File: config.mk
export PLATFORM = sky130hd
export DESIGN_NAME = prime_implicant_generator_unit
export DESIGN_NICKNAME = d
export VERILOG_FILES = /design/src/hw/rtl/pig_pkg.sv /design/src/hw/rtl/prime_implicant_generator_unit.sv /design/src/hw/rtl/pig_cube_test.sv /design/src/hw/rtl/pig_seq.sv
export VERILOG_INCLUDE_DIRS = /design/src /design/src/hw/rtl
export SDC_FILE = /design/constraint.sdc
export NUM_CORES = 1
export LEC_CHECK = 0
export ABC_CLOCK_PERIOD_IN_PS = 5300
export BUFFER_PORTS_ARGS = -buffer_cell sky130_fd_sc_hd__buf_4
export CORE_UTILIZATION = 65
export CTS_BUF_LIST = sky130_fd_sc_hd__clkbuf_4
export DETAILED_ROUTE_END_ITERATION = 16
export GPL_ROUTABILITY_DRIVEN = 0
export PLACE_DENSITY = 0.87
export SLEW_MARGIN = 20
export SYNTH_ARGS = -nofsm -noshare
export SYNTH_HDL_FRONTEND = slang
export SYNTH_SLANG_ARGS = --single-unit
File: constraint.sdc
create_clock -name clk -period 5.3 [get_ports clk]
set_clock_uncertainty 0.2 [all_clocks]
set_input_delay 0.53 -clock clk [delete_from_list [all_inputs] [get_ports clk]]
set_output_delay 0.53 -clock clk [all_outputs]
set_load 0.01 [all_outputs]
File: src/hw/rtl/assert_macros.svh
`ifndef ASSERT_MACROS_SVH
`define ASSERT_MACROS_SVH

`ifndef ASSERT_OFF

`define ASSERT_IMPLIES(lbl, clk, rst_n, ante, cons) \
    lbl: assert property (@(posedge clk) disable iff (!rst_n) (ante) |-> (cons)) \
        else $error("implication check failed");

`define ASSERT_NEXT(lbl, clk, rst_n, ante, cons) \
    lbl: assert property (@(posedge clk) disable iff (!rst_n) (ante) |=> (cons)) \
        else $error("next-cycle check failed");

`else

`define ASSERT_IMPLIES(lbl, clk, rst_n, ante, cons)

`define ASSERT_NEXT(lbl, clk, rst_n, ante, cons)

`endif

`endif

File: src/hw/rtl/pig_pkg.sv
`timescale 1ns / 1ps

package pig_pkg;

    localparam int NUM_VARS   = 4;
    localparam int TABLE_BITS = 4;
    localparam int MAX_VARS   = (NUM_VARS < TABLE_BITS) ? NUM_VARS : TABLE_BITS;
    localparam int CUBE_W     = 4;
    localparam int TABLE_W    = 16;
    localparam int VC_W       = 3;
    localparam int DATA_W     = 2 * CUBE_W;

    typedef logic [1:0] digit_t;

    localparam digit_t DIG_DASH = 2'd0;
    localparam digit_t DIG_ZERO = 2'd1;
    localparam digit_t DIG_ONE  = 2'd2;

    typedef struct packed {
        logic [CUBE_W-1:0] mask;
        logic [CUBE_W-1:0] value;
    } cube_t;

    typedef struct packed {
        cube_t cube;
        logic  empty;
        logic  last;
    } result_t;

endpackage

File: src/hw/rtl/prime_implicant_generator_unit.sv
// Flow: a table is taken only in idle; the scan then tests each of the 3^n cubes over
// the n variables (81 for four), and one flush state presents the final cube; an
// all-zero table goes straight to flush. No new table is taken until the flush is done,
// and the scan can hold while the result stream stalls; the cubes go through the single
// shared cube tester stepped by a base-3 digit counter. Reset: rst_n is asynchronous,
// active low; clears control state, var_count to 4.
`timescale 1ns / 1ps

`include "assert_macros.svh"

module prime_implicant_generator_unit
    import pig_pkg::*;
(
    input  logic               clk,
    input  logic               rst_n,
    input  logic               cfg_valid,
    output logic               cfg_ready,
    input  logic [VC_W-1:0]    cfg_data,     // var_count
    input  logic               s_tvalid,
    output logic               s_tready,
    input  logic [TABLE_W-1:0] s_tdata,      // [15:0] truth_table
    output logic               m_tvalid,
    input  logic               m_tready,
    output logic [DATA_W-1:0]  m_tdata,      // [3:0] cube_value, [7:4] cube_mask
    output logic               m_tuser,      // [0] empty_function
    output logic               m_tlast       // last_cube
);

    logic [VC_W-1:0]    var_count_reg;
    logic               m_tvalid_reg;
    result_t            m_res_reg;

    logic               out_free;
    logic               push;
    result_t            push_res;
    logic [TABLE_W-1:0] fn;
    logic [TABLE_W-1:0] en;
    cube_t              cube;
    logic               prime;

    assign cfg_ready = 1'b1;
    assign out_free  = !m_tvalid_reg || m_tready;

    pig_seq u_seq (
        .clk       (clk),
        .rst_n     (rst_n),
        .s_tvalid  (s_tvalid),
        .s_tready  (s_tready),
        .s_tdata   (s_tdata),
        .var_count (var_count_reg),
        .out_free  (out_free),
        .push      (push),
        .push_res  (push_res),
        .fn        (fn),
        .en        (en),
        .cube      (cube),
        .prime     (prime)
    );

    pig_cube_test u_test (
        .fn    (fn),
        .en    (en),
        .cube  (cube),
        .prime (prime)
    );

    always_ff @(posedge clk or negedge rst_n)
    begin
        if (!rst_n) begin
            var_count_reg <= VC_W'(4);
            m_tvalid_reg  <= 1'b0;
        end else begin
            if (cfg_valid && cfg_ready) begin
                var_count_reg <= cfg_data;
            end
            if (push) begin
                m_tvalid_reg <= 1'b1;
            end else if (m_tready) begin
                m_tvalid_reg <= 1'b0;
            end
        end
    end

    always_ff @(posedge clk)
    begin
        if (push) begin
            m_res_reg <= push_res;
        end
    end

    assign m_tvalid = m_tvalid_reg;
    assign m_tdata  = {m_res_reg.cube.mask, m_res_reg.cube.value};
    assign m_tuser  = m_res_reg.empty;
    assign m_tlast  = m_res_reg.last;

    `ASSERT_IMPLIES(a_value_in_mask, clk, rst_n, m_tvalid, (m_tdata[3:0] & ~m_tdata[7:4]) == 4'd0)
    `ASSERT_IMPLIES(a_empty_is_last, clk, rst_n, m_tvalid && m_tuser, m_tlast && (m_tdata == '0))
    `ASSERT_NEXT(a_busy_after_take, clk, rst_n, s_tvalid && s_tready, !s_tready)
    `ASSERT_IMPLIES(a_push_has_room, clk, rst_n, push, out_free)

endmodule

File: src/hw/rtl/pig_cube_test.sv
`timescale 1ns / 1ps

module pig_cube_test
    import pig_pkg::*;
(
    input  logic [TABLE_W-1:0] fn,
    input  logic [TABLE_W-1:0] en,
    input  cube_t              cube,
    output logic               prime
);

    function automatic logic is_implicant(
        input logic [TABLE_W-1:0] f,
        input logic [TABLE_W-1:0] e,
        input logic [CUBE_W-1:0]  val,
        input logic [CUBE_W-1:0]  msk
    );
        logic ok;
        ok = 1'b1;
        for (int m = 0; m < TABLE_W; m++) begin
            if (e[m] && ((CUBE_W'(m) & msk) == val) && !f[m]) begin
                ok = 1'b0;
            end
        end
        return ok;
    endfunction

    always_comb
    begin
        prime = is_implicant(fn, en, cube.value, cube.mask);
        for (int v = 0; v < CUBE_W; v++) begin
            if (cube.mask[v] &&
                is_implicant(fn, en, cube.value & ~(CUBE_W'(1) << v),
                             cube.mask & ~(CUBE_W'(1) << v))) begin
                prime = 1'b0;
            end
        end
    end

endmodule

File: src/hw/rtl/pig_seq.sv
`timescale 1ns / 1ps

module pig_seq
    import pig_pkg::*;
(
    input  logic               clk,
    input  logic               rst_n,
    input  logic               s_tvalid,
    output logic               s_tready,
    input  logic [TABLE_W-1:0] s_tdata,
    input  logic [VC_W-1:0]    var_count,
    input  logic               out_free,
    output logic               push,
    output result_t            push_res,
    output logic [TABLE_W-1:0] fn,
    output logic [TABLE_W-1:0] en,
    output cube_t              cube,
    input  logic               prime
);

    typedef enum logic [2:0] {
        ST_IDLE  = 3'b001,
        ST_SCAN  = 3'b010,
        ST_FLUSH = 3'b100
    } state_t;

    state_t             state_reg, state_next;
    logic [TABLE_W-1:0] fn_reg, fn_next;
    logic [TABLE_W-1:0] en_reg, en_next;
    logic [VC_W-1:0]    nvar_reg, nvar_next;
    digit_t             digit_reg [CUBE_W];
    digit_t             digit_next [CUBE_W];
    digit_t             digit_inc [CUBE_W];
    cube_t              pend_reg, pend_next;
    logic               pend_empty_reg, pend_empty_next;
    logic               pend_valid_reg, pend_valid_next;

    logic [VC_W-1:0]    nvar_in;
    logic [TABLE_W-1:0] en_in;
    logic [TABLE_W-1:0] fn_in;
    logic               final_cube;
    logic               carry;
    logic               stall;

    always_comb
    begin
        if (var_count == '0) begin
            nvar_in = VC_W'(1);
        end else if (var_count > VC_W'(MAX_VARS)) begin
            nvar_in = VC_W'(MAX_VARS);
        end else begin
            nvar_in = var_count;
        end
    end

    always_comb
    begin
        unique case (nvar_in)
            3'd1:    en_in = 16'h0003;
            3'd2:    en_in = 16'h000F;
            3'd3:    en_in = 16'h00FF;
            default: en_in = 16'hFFFF;
        endcase
    end

    assign fn_in = s_tdata & en_in;

    always_comb
    begin
        final_cube = 1'b1;
        carry      = 1'b1;
        for (int v = 0; v < CUBE_W; v++) begin
            cube.mask[v]  = (digit_reg[v] != DIG_DASH);
            cube.value[v] = (digit_reg[v] == DIG_ONE);
            if ((VC_W'(v) < nvar_reg) && (digit_reg[v] != DIG_ONE)) begin
                final_cube = 1'b0;
            end
            if (carry) begin
                if (digit_reg[v] == DIG_ONE) begin
                    digit_inc[v] = DIG_DASH;
                end else begin
                    digit_inc[v] = digit_reg[v] + 2'd1;
                    carry        = 1'b0;
                end
            end else begin
                digit_inc[v] = digit_reg[v];
            end
        end
    end

    assign fn       = fn_reg;
    assign en       = en_reg;
    assign s_tready = (state_reg == ST_IDLE);
    assign stall    = prime && pend_valid_reg && !out_free;

    always_comb
    begin
        state_next      = state_reg;
        fn_next         = fn_reg;
        en_next         = en_reg;
        nvar_next       = nvar_reg;
        digit_next      = digit_reg;
        pend_next       = pend_reg;
        pend_empty_next = pend_empty_reg;
        pend_valid_next = pend_valid_reg;
        push            = 1'b0;
        push_res        = '0;
        unique case (state_reg)
            ST_IDLE:
            begin
                if (s_tvalid) begin
                    fn_next   = fn_in;
                    en_next   = en_in;
                    nvar_next = nvar_in;
                    for (int v = 0; v < CUBE_W; v++) begin
                        digit_next[v] = DIG_DASH;
                    end
                    if (fn_in == '0) begin
                        pend_next       = '0;
                        pend_empty_next = 1'b1;
                        pend_valid_next = 1'b1;
                        state_next      = ST_FLUSH;
                    end else begin
                        pend_empty_next = 1'b0;
                        pend_valid_next = 1'b0;
                        state_next      = ST_SCAN;
                    end
                end
            end
            ST_SCAN:
            begin
                if (!stall) begin
                    if (prime) begin
                        if (pend_valid_reg) begin
                            push          = 1'b1;
                            push_res.cube = pend_reg;
                        end
                        pend_next       = cube;
                        pend_valid_next = 1'b1;
                    end
                    digit_next = digit_inc;
                    if (final_cube) begin
                        state_next = ST_FLUSH;
                    end
                end
            end
            ST_FLUSH:
            begin
                if (out_free) begin
                    push            = 1'b1;
                    push_res.cube   = pend_reg;
                    push_res.empty  = pend_empty_reg;
                    push_res.last   = 1'b1;
                    pend_valid_next = 1'b0;
                    state_next      = ST_IDLE;
                end
            end
            default:
            begin
                state_next = ST_IDLE;
            end
        endcase
    end

    always_ff @(posedge clk or negedge rst_n)
    begin
        if (!rst_n) begin
            state_reg      <= ST_IDLE;
            pend_valid_reg <= 1'b0;
        end else begin
            state_reg      <= state_next;
            pend_valid_reg <= pend_valid_next;
        end
    end

    always_ff @(posedge clk)
    begin
        fn_reg         <= fn_next;
        en_reg         <= en_next;
        nvar_reg       <= nvar_next;
        digit_reg      <= digit_next;
        pend_reg       <= pend_next;
        pend_empty_reg <= pend_empty_next;
    end

endmodule
# --- After elaboration in Yosys (flattened, before gate mapping) ---
# Cells that the tools add are included.
totals:
  memories: 0
  wordCells: 441
  in_bits: 24
  mem_bits_ro: 0
  ramBits: 0
  latchBits: 0
  register_bits: 70
  out_inout_bits: 13
op_classes:
  magnitude_cmp: 5
  eq_ne: 66
  n_shift: 0
  bitwise: 1
  reduce_logical: 212
  mul: 0
  addsub: 4
  div_mod_pow: 0
  mux: 135
ops:
  columns: ["op", "n"]
  rows:
  - ["logical AND 1 bit", 170]
  - ["2-to-1 mux 1 bit", 104]
  - ["2-to-1 mux 8 bit", 9]
  - ["equality test 3 bit", 16]
  - ["case mux 16 bit (3 select lines)", 1]
  - ["case mux 8 bit (2 select lines)", 3]
  - ["equality test 4 bit", 8]
  - ["equality test 2 x 3 -> 1 bit", 8]
  - ["2-to-1 mux 3 bit", 7]
  - ["zero test 4 bit", 5]
  - ["zero test 1 bit", 18]
  - ["bitwise AND 16 bit", 1]
  - ["equality test 3 x 4 -> 1 bit", 4]
  - ["zero test 16 bit", 1]
  - ["AND reduction 4 bit", 4]
  - ["2-to-1 mux 2 bit", 7]
  - ["inequality test 2 x 1 -> 1 bit (second input constant)", 7]
  - ["equality test 1 x 3 -> 1 bit", 4]
  - ["inequality test 2 bit (second input constant)", 6]
  - ["nonzero test 2 bit", 6]
  - ["2-to-1 mux 10 bit", 1]
  - ["AND reduction 5 bit", 2]
  - ["equality test 3 x 2 -> 1 bit (second input constant)", 3]
  - ["case mux 3 bit (3 select lines)", 1]
  - ["other kinds (16)", 27]

# --- Longest topological paths before layout ---
# Gate-level depths: netlist of run 1.
logic_depth:
  depth_word: 30
  mapped_depth: 11
  mapped_depth_nobuf: 9

# --- Modules after synthesis ---
# From an unflattened synthesis of run 1, not the netlist that was laid out.
unflattened:
  hier_cells: 327
  area_unflattened_um2: 3353.2
by_module_without_submodules:
  columns: ["mod", "instances", "area_each_um2", "cells_per_inst"]
  rows:
  - ["pig_seq", 1, 2157.1, 181]
  - ["pig_cube_test", 1, 737.0, 125]
  - ["prime_implicant_generator_unit", 1, 459.2, 21]

# --- Worst setup path before layout of run 1 ---
# OpenSTA, ideal clock, no wires.
synth_path:
  path_type: "register to register"
  from: "register u_seq.digit_reg[6] (netlist name)"
  to: "register u_seq.pend_reg[0] (netlist name) (enable)"
  required_time_ps: 4713
  t_arrival_ps: 2658
  setup_time_ps: 387
  stages_incl_launch_ff: 12
  path_slack_ps: 2055
  path_cell_list: "edfxtp_1 inv_1 ha_1 buf_4 xnor2_2 buf_4 nor3_1 o311ai_1 a31oi_1 a21oi_4 nand2_1 o31ai_1"
synth_rtl:
  columns: ["element", "line", "rtl"]
  rows:
  - ["from (decl)", "pig_seq.sv:31", "digit_t digit_reg [CUBE_W];"]
  - ["from (signal assigned)", "pig_seq.sv:181", "digit_reg <= digit_next;"]
  - ["to (signal assigned)", "pig_seq.sv:182", "pend_reg <= pend_next;"]
  - ["to (decl)", "pig_seq.sv:34", "cube_t pend_reg, pend_next;"]

==> reports/metrics.cfg, run 1 <==
[synthesis]
synth.avg_cell_area_um2=11.0
post_synth_instance_area_mm2=0.00322
synth.yosys.warnings=0
ys_types=62
async_reset_ff_share_pct=14.0
synth.ff_latch_count=57
ys_seq_area_share_pct=52.0
mappedNetlistNets=326
number_of_cells_produced_by_synthesis=293
synth_enable_flop_cells=49
synth_ff_type=sky130_fd_sc_hd__edfxtp_1

[floorplanning]
ioPinCount=37
standard_cell_rows=25
die_height_um=72.4
floorplan.die.width_um=72.4
die-area_mm2=0.00524
start_util_pct=67.7
placeableCoreArea_mm2=0.00475

[cells_and_area]
fill_cells=339
multi_input_area_mm2=0.00142
register_area_mm2=0.00167
flip_flop_count_of_the_largest_register_all_copies_and_words_added=16
final_core_utilization_pct=76.7
flow.area_growth_from_synthesis_pct=13.3
n_antenna_cell=0
layout-drive-gt1-share_pct=22.3
net_total_in_the_final_layout=360
stdcell_area_mm2=0.00364

[clock_tree]
cts-buffers-inserted=9
clock_sinks=57
cts_buffer_depth=2
htree_num_levels=3
post-cts-setup-buffers=0
cts_tree=done
post_cts.resized_instances=0
clkTransAtPathRegs_ns=0.10
cts-root-buf=sky130_fd_sc_hd__clkbuf_4
clkLatencyLatePin_ns=0.39

[placed_design]
io_buffers=35
place.detailed.hpwl_mm=4.99
instance_area_after_placement_mm2=0.00349

[timing]
layout_worst_path_cycle_share_pct=76.4
unrepaired_setup_endpoints_after_global_routing=false
layout_min_cycle_time_ns=4.05
worstMarginPinSlew_ns=1.02
timing.setup.tns_ns=0
slew_margin_rel_pct=31.8
fmax_mhz=247
setup_violations=0
finalMaxSlewViolations=0
timing.final.hold_violations=0

[worst_setup_path]
cp-end-kind=register
maximum_fanout_count_along_the_critical_path=19
worst_ep_required_time_ns=5.14
cp_data_arrival_time_ns=3.88
path_class=register to register
cp-start-kind=register

[routing]
routed_via_density=6.16
detailedRoute.firstPassIterationCount=5
vias=2458
drc_violation_total_after_the_first_tritonroute_iteration=248
drcViolationCount=0
detail_route.wirelength_mm=6.92
ant_nets=0
wl_per_cell_um=17.3

[pwr]
worst_ir_drop_vdd_v=0.000278
power.density_cell_area_mw_per_mm2=481
leakagePower_nw=1.37

[global_routing]
grt-ovfl-total=0
grt_util_all_layers_pct=29.3
grt_antenna_before_repair=0
grt_pass1_wl_mm=11.2
first_global_vias=2298
grt_start_max_net_pins=28

[min_path]
min_delay_path_class=input pin to register

[flow_run]
maxCapViolations=0

[run_status]
outcome=finished clean

per-layer routing:
metal / track usage [%] / vias to the layer above / wire [um]
li1: - / 1174 / -
met1: 38.2 / 1121 / 2780
met2: 46.5 / 143 / 3370
met3: 7.50 / 20 / 625
met4: 12.9 / 0 / 140
met5: 0 / - / 0
worst paths after layout:
kind	startpoint	end	slack (ns)	depth (start not counted)
worst max-delay path	u_seq.digit_reg[6]	m_tdata[1]	1.25	9
worst min-delay path	s_tdata[0]	u_seq.fn[0]	0.12	1
worst max register to register	u_seq.digit_reg[6]	m_tdata[1]	1.25	9
worst min register to register	u_seq.digit_reg[6]	u_seq.digit_reg[6]	0.37	1
max in group asynchronous	rst_n	u_seq.state_reg[0]	4.41	2
min in group asynchronous	rst_n	u_seq.pend_valid_reg	0.28	2
Yosys cell counts, types with 4 or more instances:
master | n | share of area [%]
sky130_fd_sc_hd__or2_2 | 4 | 0.78
sky130_fd_sc_hd__and3_1 | 6 | 1.2
sky130_fd_sc_hd__a211oi_1 | 4 | 0.93
sky130_fd_sc_hd__o21ai_0 | 8 | 1.2
sky130_fd_sc_hd__dfrtp_1 | 6 | 4.7
sky130_fd_sc_hd__edfxtp_1 | 49 | 46
sky130_fd_sc_hd__nor2_1 | 21 | 2.4
sky130_fd_sc_hd__a21oi_1 | 19 | 3.0
sky130_fd_sc_hd__clkbuf_1 | 6 | 0.70
sky130_fd_sc_hd__nor2b_1 | 7 | 1.4
sky130_fd_sc_hd__inv_1 | 15 | 1.7
sky130_fd_sc_hd__a31o_2 | 4 | 1.1
sky130_fd_sc_hd__buf_4 | 5 | 1.2
sky130_fd_sc_hd__ha_1 | 9 | 3.5
sky130_fd_sc_hd__nand3_1 | 4 | 0.62
sky130_fd_sc_hd__nor3b_1 | 11 | 2.6
sky130_fd_sc_hd__nand2_1 | 15 | 1.7
sky130_fd_sc_hd__nand2b_1 | 5 | 0.97
sky130_fd_sc_hd__nor3_1 | 8 | 1.2
sky130_fd_sc_hd__and2_1 | 16 | 3.1
cells by family (layout without fill, tap and decap cells):
logic type,count (synthesis),count (layout),share of synthesized area [%]
DFF,57,57,52.0
buffers and inverters,29,68,4.04
AOI/OAI and AO/OA,76,76,17.8
xor gates and xnor gates,5,5,1.83
muxes,2,2,0.700
other,1,1,0.117
adders and majority gates,9,9,3.50
and+or+nand+nor,114,114,20.0
worst max-delay path, stage by stage (launching register included):
cell and delay (ns):
sky130_fd_sc_hd__edfxtp_1 0.39, sky130_fd_sc_hd__inv_1 0.09, sky130_fd_sc_hd__ha_1 0.65, sky130_fd_sc_hd__xnor2_2 0.33, sky130_fd_sc_hd__or3_1 0.47, sky130_fd_sc_hd__a41o_1 0.23, sky130_fd_sc_hd__o211ai_1 0.11, sky130_fd_sc_hd__o2111a_2 0.31
sky130_fd_sc_hd__a41oi_4 0.22, sky130_fd_sc_hd__nor2_1 0.68
final cells by class:
type	count	share of cell area (%)
multi-input combinational	207	38.9
tap	67	2.30
clock buffer	10	2.06
clock inverter	6	1.65
sequential	57	45.9
timing repair buffer	36	7.48
inverter	16	1.65
metrics by stage:
stage / worst slack, ns / total power [mW] / instances / hold slack, ns
finish: 1.25 / 1.75 / 399 / 0.122
global route: 1.01 / 1.85 / 399 / 0.0854
CTS: 1.19 / 1.73 / 399 / 0.0996
detailed placement: 1.16 / 1.43 / 382 / 0.157
global placement: 1.33 / 1.41 / 382 / 0.156
floorplan: 2.06 / 1.26 / 293 / 0.0344
placed cells by master (no fill, tap or decap), types with 3 or more instances in the layout:
cell	n
sky130_fd_sc_hd__and2_1	16
sky130_fd_sc_hd__ha_1	9
sky130_fd_sc_hd__a21boi_0	3
sky130_fd_sc_hd__inv_1	15
sky130_fd_sc_hd__clkbuf_4	10
sky130_fd_sc_hd__nand3b_1	3
sky130_fd_sc_hd__o21ai_0	8
sky130_fd_sc_hd__edfxtp_1	49
sky130_fd_sc_hd__nand2_1	15
sky130_fd_sc_hd__dfrtp_1	6
sky130_fd_sc_hd__a21o_1	3
sky130_fd_sc_hd__nor3_1	8
sky130_fd_sc_hd__a21oi_1	19
sky130_fd_sc_hd__or2_2	4
sky130_fd_sc_hd__nand3_1	4
sky130_fd_sc_hd__xor2_1	3
sky130_fd_sc_hd__or3_1	3
sky130_fd_sc_hd__o22ai_1	3
sky130_fd_sc_hd__and3_1	6
sky130_fd_sc_hd__nor2b_1	7
sky130_fd_sc_hd__nor4_1	3
sky130_fd_sc_hd__nor2_1	21
sky130_fd_sc_hd__a211oi_1	4
sky130_fd_sc_hd__nand2b_1	5
sky130_fd_sc_hd__nor3b_1	11
sky130_fd_sc_hd__o21a_1	3
sky130_fd_sc_hd__buf_4	35
sky130_fd_sc_hd__a31o_2	4
power by group:
group          internal, mW  switching [mW]  total, mW
Sequential            0.605          0.0782      0.683
Combinational         0.292           0.470      0.761
Clock                 0.147           0.160      0.307
Total                  1.04           0.708       1.75
what timing repair did:
item,CTS,global route
hold buffers,1,0
hold endpoints to repair,8,0
endpoints found under the setup margin,0,0
(Power assumes the default switching activity.)
==> inputs of run 2 (changes only) <==
--- a/config.mk
+++ b/config.mk
@@ -6,13 +6,13 @@
 export SDC_FILE = /design/constraint.sdc
 export NUM_CORES = 1
 export LEC_CHECK = 0
-export ABC_CLOCK_PERIOD_IN_PS = 5300
+export ABC_CLOCK_PERIOD_IN_PS = 3600
 export BUFFER_PORTS_ARGS = -buffer_cell sky130_fd_sc_hd__buf_4
-export CORE_UTILIZATION = 65
+export CORE_UTILIZATION = 55
 export CTS_BUF_LIST = sky130_fd_sc_hd__clkbuf_4
 export DETAILED_ROUTE_END_ITERATION = 16
 export GPL_ROUTABILITY_DRIVEN = 0
-export PLACE_DENSITY = 0.87
+export PLACE_DENSITY = 0.79
 export SLEW_MARGIN = 20
 export SYNTH_ARGS = -nofsm -noshare
 export SYNTH_HDL_FRONTEND = slang
==> constraint.sdc (replaced) <==
create_clock -name clk -period 3.6 [get_ports clk]
set_clock_uncertainty 0.2 [all_clocks]
set_input_delay 0.36 -clock clk [delete_from_list [all_inputs] [get_ports clk]]
set_output_delay 0.36 -clock clk [all_outputs]
set_load 0.01 [all_outputs]
==> reports/metrics.cfg, run 2 (synthesis results as in run 1) <==
[placed_design]
place.detailed.hpwl_mm=5.22  ; +4.7%
post-place-cells=397  ; +3.9%
dpl_worst_slack_ns=0.118  ; -1.04 ns
io_buffers=35  ; unchanged
instance_area_after_placement_mm2=0.00358  ; +2.3%

[cells_and_area]
layout-drive-gt1-share_pct=24.4  ; +2.1 points
stdcell_area_mm2=0.00377  ; +3.4%
final_common_cell=sky130_fd_sc_hd__edfxtp_1
flip_flop_count_of_the_largest_register_all_copies_and_words_added=16  ; unchanged
flow.area_growth_from_synthesis_pct=17.1
mostFrequentLayoutCells=sky130_fd_sc_hd__edfxtp_1, sky130_fd_sc_hd__buf_4, sky130_fd_sc_hd__nor2_1
n_antenna_cell=0  ; unchanged
net_total_in_the_final_layout=376  ; +4.4%
finalNonFillerCells=420  ; +5.3%

[pwr]
finalPower_mw=2.58  ; +47%
worst_ir_drop_vdd_v=0.000390  ; +40%
power.density_cell_area_mw_per_mm2=684  ; +42%
leakagePower_nw=1.43  ; +4.3%

[routing]
routed_via_density=5.85  ; -5.0%
drcViolationCount=0  ; unchanged
vias=2459  ; +0.041%
drc_violation_total_after_the_first_tritonroute_iteration=169  ; -32%
wl_per_cell_um=16.5  ; -4.6%
detail_route.wirelength_mm=6.95  ; +0.45%
ant_nets=0  ; unchanged
detailedRoute.firstPassIterationCount=4  ; -1

[floorplanning]
placeableCoreArea_mm2=0.00557  ; +17%
floorplan.die.width_um=78.5  ; +8.5%
die-area_mm2=0.00616  ; +18%
standard_cell_rows=27  ; +8.0%
start_util_pct=57.7  ; -10 points
die_height_um=78.5  ; +8.5%
ioPinCount=37  ; unchanged

[timing]
layout_min_cycle_time_ns=3.32  ; -0.731 ns
timing.setup.tns_ns=0  ; unchanged
setup_violations=0  ; unchanged
finalMaxSlewViolations=0  ; unchanged
unrepaired_setup_endpoints_after_global_routing=false
post-route-worst-setup-slack_ns=0.282  ; -0.969 ns
fmax_mhz=301  ; +22%
timing.final.hold_violations=0  ; unchanged
worstMarginPinSlew_ns=0.656  ; -0.365 ns
slew_margin_rel_pct=56.0  ; +24 points
layout_worst_path_cycle_share_pct=92.2  ; +16 points

[clock_tree]
clkTransAtPathRegs_ns=0.10  ; about the same
cts_buffer_depth=2  ; unchanged
cts_tree=done
post-cts-setup-buffers=0  ; unchanged
cts-buffers-inserted=9  ; unchanged
cts-root-buf=sky130_fd_sc_hd__clkbuf_4
clock_sinks=57  ; unchanged
clkLatencyLatePin_ns=0.41  ; +0.02 ns
htree_num_levels=3  ; unchanged

[global_routing]
grt_antenna_before_repair=0  ; unchanged
grt_pass1_wl_mm=11.6  ; +4.2%
grt_util_all_layers_pct=25.4  ; -3.9 points
first_global_vias=2470  ; +7.5%
grt-ovfl-total=0  ; unchanged
grt_start_max_net_pins=24  ; -14%

[worst_setup_path]
maximum_fanout_count_along_the_critical_path=14  ; -5
cp_data_arrival_time_ns=3.17  ; -0.71 ns
cp-end-kind=register
timing.reg2reg.setup_slack_ns=0.28  ; -0.97 ns
worst_ep_required_time_ns=3.45  ; -1.69 ns
cp-start-kind=register
path_class=register to register

[flow_run]
maxCapViolations=0  ; unchanged

[min_path]
min_delay_path_class=input pin to register

[run_status]
outcome=finished clean

[run 2: changes by cell type in the layout (fill, tap and decap cells not counted), sizes merged]
cell / previous run / this run
dlygate4sd3: 1 / 7
inv: 15 / 17
clkinv: 5 / 3
bufinv: 1 / 0
buf: 35 / 45
clkinvlp: 1 / 3
clkbuf: 10 / 9
[run 2: per-stage QoR]
step / hold WS, ns / utilization, %
floorplan: -0.136 / -
global route: 0.0153 / 67.6
finish: 0.0434 / 67.6
CTS: 0.0193 / 67.6
detailed placement: -0.0179 / 64.2
global placement: -0.0170 / 64.2
[run 2: path summary, 6_finish.rpt]
| path | startpoint | end | depth (start not counted) |
|---|---|---|---|
| hold / removal | s_tdata[6] | u_seq.fn[6] | 2 |
| min in group asynchronous | rst_n | var_count_reg[1] | 2 |
| setup reg to reg | u_seq.digit_reg[6] | m_tdata[6] | 9 |
| setup / recovery | u_seq.digit_reg[6] | m_tdata[6] | 9 |
| hold reg to reg | u_seq.digit_reg[4] | u_seq.digit_reg[4] | 1 |
| max in group asynchronous | rst_n | u_seq.state_reg[0] | 2 |
[run 2: repair_timing]
action,in CTS,in global routing
hold endpoints to repair,13,0
endpoints found under the setup margin,0,10
hold buffers,7,0
gates resized for setup,0,1
[run 2: per-layer routing]
layer  track usage (%)  vias up  routed length [um]
li1                  -     1198                   -
met1              31.3     1153                2920
met2              42.6       92                3470
met3              4.77       16                 407
met4              12.4        0                 154
met5                 0        -                   0
[run 2: area by class of cell]
class                   count  area (um^2)
fillers                   433         1800
flip-flops and latches     57         1670
multi-input cells         207         1420
repair buffers             52          408
well taps                  72         90.1
clock buffers               9         67.6
inverters                  16         60.1
clock inverters             7         53.8
[run 2: critical path, stage by stage (launching register included)]
cell	delay, ns
sky130_fd_sc_hd__edfxtp_1	0.36
sky130_fd_sc_hd__inv_1	0.06
sky130_fd_sc_hd__ha_1	0.24
sky130_fd_sc_hd__xnor2_2	0.56
sky130_fd_sc_hd__o32a_1	0.29
sky130_fd_sc_hd__a2111oi_2	0.08
sky130_fd_sc_hd__nor4_1	0.28
sky130_fd_sc_hd__o2111a_2	0.32
sky130_fd_sc_hd__a41oi_4	0.14
sky130_fd_sc_hd__nor2_2	0.42
[run 2: power breakdown]
group          internal [mW]  leakage (nW)  total, mW  switching (mW)
Sequential             0.888         0.547       1.01           0.118
Clock                  0.146        0.0589      0.406           0.260
Combinational          0.473         0.825       1.16           0.692
==> inputs of run 3 (changes only) <==
--- a/config.mk
+++ b/config.mk
@@ -16,4 +16,5 @@
 export SLEW_MARGIN = 20
 export SYNTH_ARGS = -nofsm -noshare
 export SYNTH_HDL_FRONTEND = slang
+export SYNTH_HIERARCHICAL = 1
 export SYNTH_SLANG_ARGS = --single-unit
==> reports/metrics.cfg, run 3 <==
[run_status]
outcome=finished, violations left
failing_checks=design-rule violations, negative setup slack

[global_routing]
grt_start_max_net_pins=26  ; +8.3%
first_global_vias=2360  ; -4.5%
grt_antenna_before_repair=0  ; unchanged
grt_util_all_layers_pct=24.1  ; -1.2 points
grt-ovfl-total=0  ; unchanged
grt_pass1_wl_mm=11.4  ; -1.8%

[synthesis]
synth.cells.most_frequent=sky130_fd_sc_hd__edfxtp_1, sky130_fd_sc_hd__a21oi_1, sky130_fd_sc_hd__and2_1, sky130_fd_sc_hd__nor2_1, sky130_fd_sc_hd__inv_1
synthDominantCellAreaShare_pct=43.9  ; -1.8 points
synth.avg_cell_area_um2=10.3  ; -6.6%
ys_seq_area_share_pct=49.9  ; -2.1 points
ys_top_cells_by_area=sky130_fd_sc_hd__edfxtp_1, sky130_fd_sc_hd__and2_1, sky130_fd_sc_hd__dfrtp_1, sky130_fd_sc_hd__a21oi_1, sky130_fd_sc_hd__nand2b_1
synth_top_area_cell=sky130_fd_sc_hd__edfxtp_1
number_of_cells_produced_by_synthesis=327  ; +12%
post_synth_instance_area_mm2=0.00335  ; +4.2%
synth.ff_latch_count=57  ; unchanged
ys_types=57  ; -8.1%
synth_most_common_cell=sky130_fd_sc_hd__edfxtp_1
synth_ff_type=sky130_fd_sc_hd__edfxtp_1
async_reset_ff_share_pct=14.0  ; unchanged
synth_enable_flop_cells=49  ; unchanged
synth.yosys.warnings=6  ; +6

[worst_setup_path]
cp_num_buf_inv=5  ; +4
critical_path.top_delay_family=simple AND/OR/NAND/NOR gates
maximum_fanout_count_along_the_critical_path=8  ; -6
critical_path_cell_list=inv_2 > ha_4 > inv_8 > xor2_4 > buf_6 > or2_2 > o32ai_2 > and4bb_2 > a2111oi_4 > and4_4 > and4b_1 > nor2_2 > nor3b_4 > buf_12 > clkbuf_16
slowest_delay_ns=0.46  ; -0.10 ns
cp-end-kind=register
worst_ep_required_time_ns=3.52  ; +0.07 ns
cp_slowest_cell=sky130_fd_sc_hd__edfxtp_1
cp_data_arrival_time_ns=3.62  ; +0.45 ns
cp-start-kind=register
path_class=register to register

[clock_tree]
cts-root-buf=sky130_fd_sc_hd__clkbuf_4
cts_tree=done
cts_buffer_depth=2  ; unchanged
clkLatencyLatePin_ns=0.39  ; -0.02 ns
htree_num_levels=3  ; unchanged
clock_sinks=57  ; unchanged
clkTransAtPathRegs_ns=0.09  ; about the same
cts-buffers-inserted=9  ; unchanged

[pwr]
power.density_cell_area_mw_per_mm2=875  ; +28%
p_sw_mw=1.56  ; +46%
leakagePower_nw=1.62  ; +13%
sequential_fraction_of_design_power_pct=28.5  ; -11 points
internal_power_mw=2.13  ; +41%
worst_ir_drop_vdd_v=0.000475  ; +22%
finalPower_mw=3.69  ; +43%
clockPowerShare_pct=12.2  ; -3.5 points
p_sw_share_pct=42.3  ; +0.77 points
share_comb_of_total_power_pct=59.3  ; +14 points

[timing]
setup_violations=18  ; +18
timing.setup.tns_ns=-1.26  ; -1.26 ns
timing.final.hold_violations=0  ; unchanged
worstMarginPinSlew_ns=0.503  ; -0.153 ns
finalMaxSlewViolations=0  ; unchanged
slew_margin_rel_pct=66.5  ; +10 points
layout_min_cycle_time_ns=3.70  ; +0.385 ns
layout_worst_path_cycle_share_pct=103  ; +11 points
unrepaired_setup_endpoints_after_global_routing=true
post-route-worst-setup-slack_ns=-0.103  ; -0.385 ns
finalHoldWorstSlack_ns=0.0354  ; -0.00801 ns
fmax_mhz=270  ; -10%

[routing]
detail_route.wirelength_mm=8.10  ; +17%
vias=2812  ; +14%
drcViolationCount=1  ; +1
dr_wl_met2_mm=3.81  ; +9.7%
ant_nets=0  ; unchanged
wire_length_on_met3_um=681  ; +67%
routed_via_density=6.09  ; +4.0%
drc_violation_total_after_the_first_tritonroute_iteration=381  ; +130%
wl_per_cell_um=17.5  ; +6.0%
dr.max_layer_used=met4
detailedRoute.firstPassIterationCount=11  ; +7
wirelength_met1_mm=3.26  ; +12%

[floorplanning]
die-area_mm2=0.00641  ; +4.1%
start_util_pct=57.0  ; -0.76 points
floorplan.die.width_um=80.1  ; +2.0%
standard_cell_rows=28  ; +3.7%
placeableCoreArea_mm2=0.00589  ; +5.6%
ioPinCount=37  ; unchanged
die_height_um=80.1  ; +2.0%

[cells_and_area]
n_antenna_cell=0  ; unchanged
flow.area_growth_from_synthesis_pct=25.6
mostFrequentLayoutCells=sky130_fd_sc_hd__buf_4, sky130_fd_sc_hd__edfxtp_1, sky130_fd_sc_hd__a21oi_1
net_total_in_the_final_layout=414  ; +10%
layout-drive-gt1-share_pct=32.0  ; +7.6 points
flip_flop_count_of_the_largest_register_all_copies_and_words_added=16  ; unchanged
final_common_cell=sky130_fd_sc_hd__buf_4
final_core_utilization_pct=71.5  ; +3.9 points
stdcell_area_mm2=0.00421  ; +12%
fill_cells=383  ; -12%

[placed_design]
io_buffers=35  ; unchanged
place.detailed.hpwl_mm=4.94  ; -5.5%
instance_area_after_placement_mm2=0.00369  ; +3.2%

[min_path]
min_delay_path_class=input pin to register

[flow_run]
maxCapViolations=0  ; unchanged

-- run 3: path summary, 6_finish.rpt --
check | endpoint | slack (ns) | cells past startpoint | start
setup reg to reg | m_tlast | -0.10 | 15 | u_seq/digit_reg[5]
min in group asynchronous | u_seq/state_reg[1] | 0.10 | 2 | rst_n
hold reg to reg | m_tdata[0] | 0.33 | 1 | u_seq/pend_reg[0]
hold / removal | var_count_reg[0] | 0.04 | 2 | cfg_valid
setup / recovery | m_tlast | -0.10 | 15 | u_seq/digit_reg[5]
max in group asynchronous | var_count_reg[2] | 2.88 | 2 | rst_n
-- run 3: worst register-to-register path: stages, from the launching register on --
cell and delay [ns]:
sky130_fd_sc_hd__edfxtp_1 0.46, sky130_fd_sc_hd__inv_2 0.11, sky130_fd_sc_hd__ha_4 0.17, sky130_fd_sc_hd__inv_8 0.05, sky130_fd_sc_hd__xor2_4 0.19, sky130_fd_sc_hd__buf_6 0.14
sky130_fd_sc_hd__or2_2 0.30, sky130_fd_sc_hd__o32ai_2 0.12, sky130_fd_sc_hd__and4bb_2 0.30, sky130_fd_sc_hd__a2111oi_4 0.30, sky130_fd_sc_hd__and4_4 0.29, sky130_fd_sc_hd__and4b_1 0.24
sky130_fd_sc_hd__nor2_2 0.06, sky130_fd_sc_hd__nor3b_4 0.24, sky130_fd_sc_hd__buf_12 0.16, sky130_fd_sc_hd__clkbuf_16 0.14
-- run 3: cell type report --
cell class | count | area (um^2) | share of cell area (%)
clock buffer | 10 | 75.1 | 1.78
clock inverter | 6 | 57.6 | 1.37
inverter | 21 | 86.3 | 2.05
multi-input combinational | 224 | 1610 | 38.3
sequential | 57 | 1670 | 39.8
tap | 75 | 93.8 | 2.23
timing repair buffer | 69 | 612 | 14.5
-- run 3: power groups by stage --
stage               combinational, mW  sequential [mW]  clock, mW
floorplan                        1.17             1.03          0
global placement                 1.57             1.04          0
detailed placement               1.60             1.05          0
CTS                              1.62             1.04      0.461
global route                     2.34             1.07      0.497
finish                           2.19             1.05      0.451
-- run 3: repair_timing --
| item | 4_1_cts | 5_1_grt |
|---|---|---|
| setup endpoints to repair | 18 | 38 |
| cloned | 0 | 3 |
| setup buffers | 0 | 10 |
| pin swaps | 0 | 20 |
| resized for setup | 2 | 41 |
| hold endpoints to repair | 13 | 0 |
| hold buffers | 6 | 0 |
-- run 3: cell families (layout without fill, tap and decap cells) --
| group | Yosys count | count (layout) | synth area share, % |
|---|---|---|---|
| flops | 57 | 57 | 49.9 |
| mux | 3 | 3 | 1.01 |
| compound gates | 82 | 82 | 16.6 |
| other cells | 2 | 3 | 0.224 |
| fa+ha+maj | 8 | 8 | 2.99 |
| xor+xnor | 3 | 3 | 1.34 |
| buf+inv | 47 | 106 | 7.09 |
| simple gates | 125 | 125 | 20.9 |
-- run 3: routing by layer --
| metal | global-route usage, % | up-vias |
|---|---|---|
| met4 | 9.11 | 0 |
| li1 | - | 1283 |
| met3 | 6.14 | 47 |
| met1 | 32.8 | 1302 |
| met5 | 0 | - |
| met2 | 37.4 | 180 |
-- run 3: stage by stage --
step / instances / setup WS, ns
floorplan: 328 / 0.0637
detailed placement: 427 / -0.0254
finish: 462 / -0.103
global placement: 427 / 0.0913
global route: 462 / -0.263
CTS: 449 / 0.0335
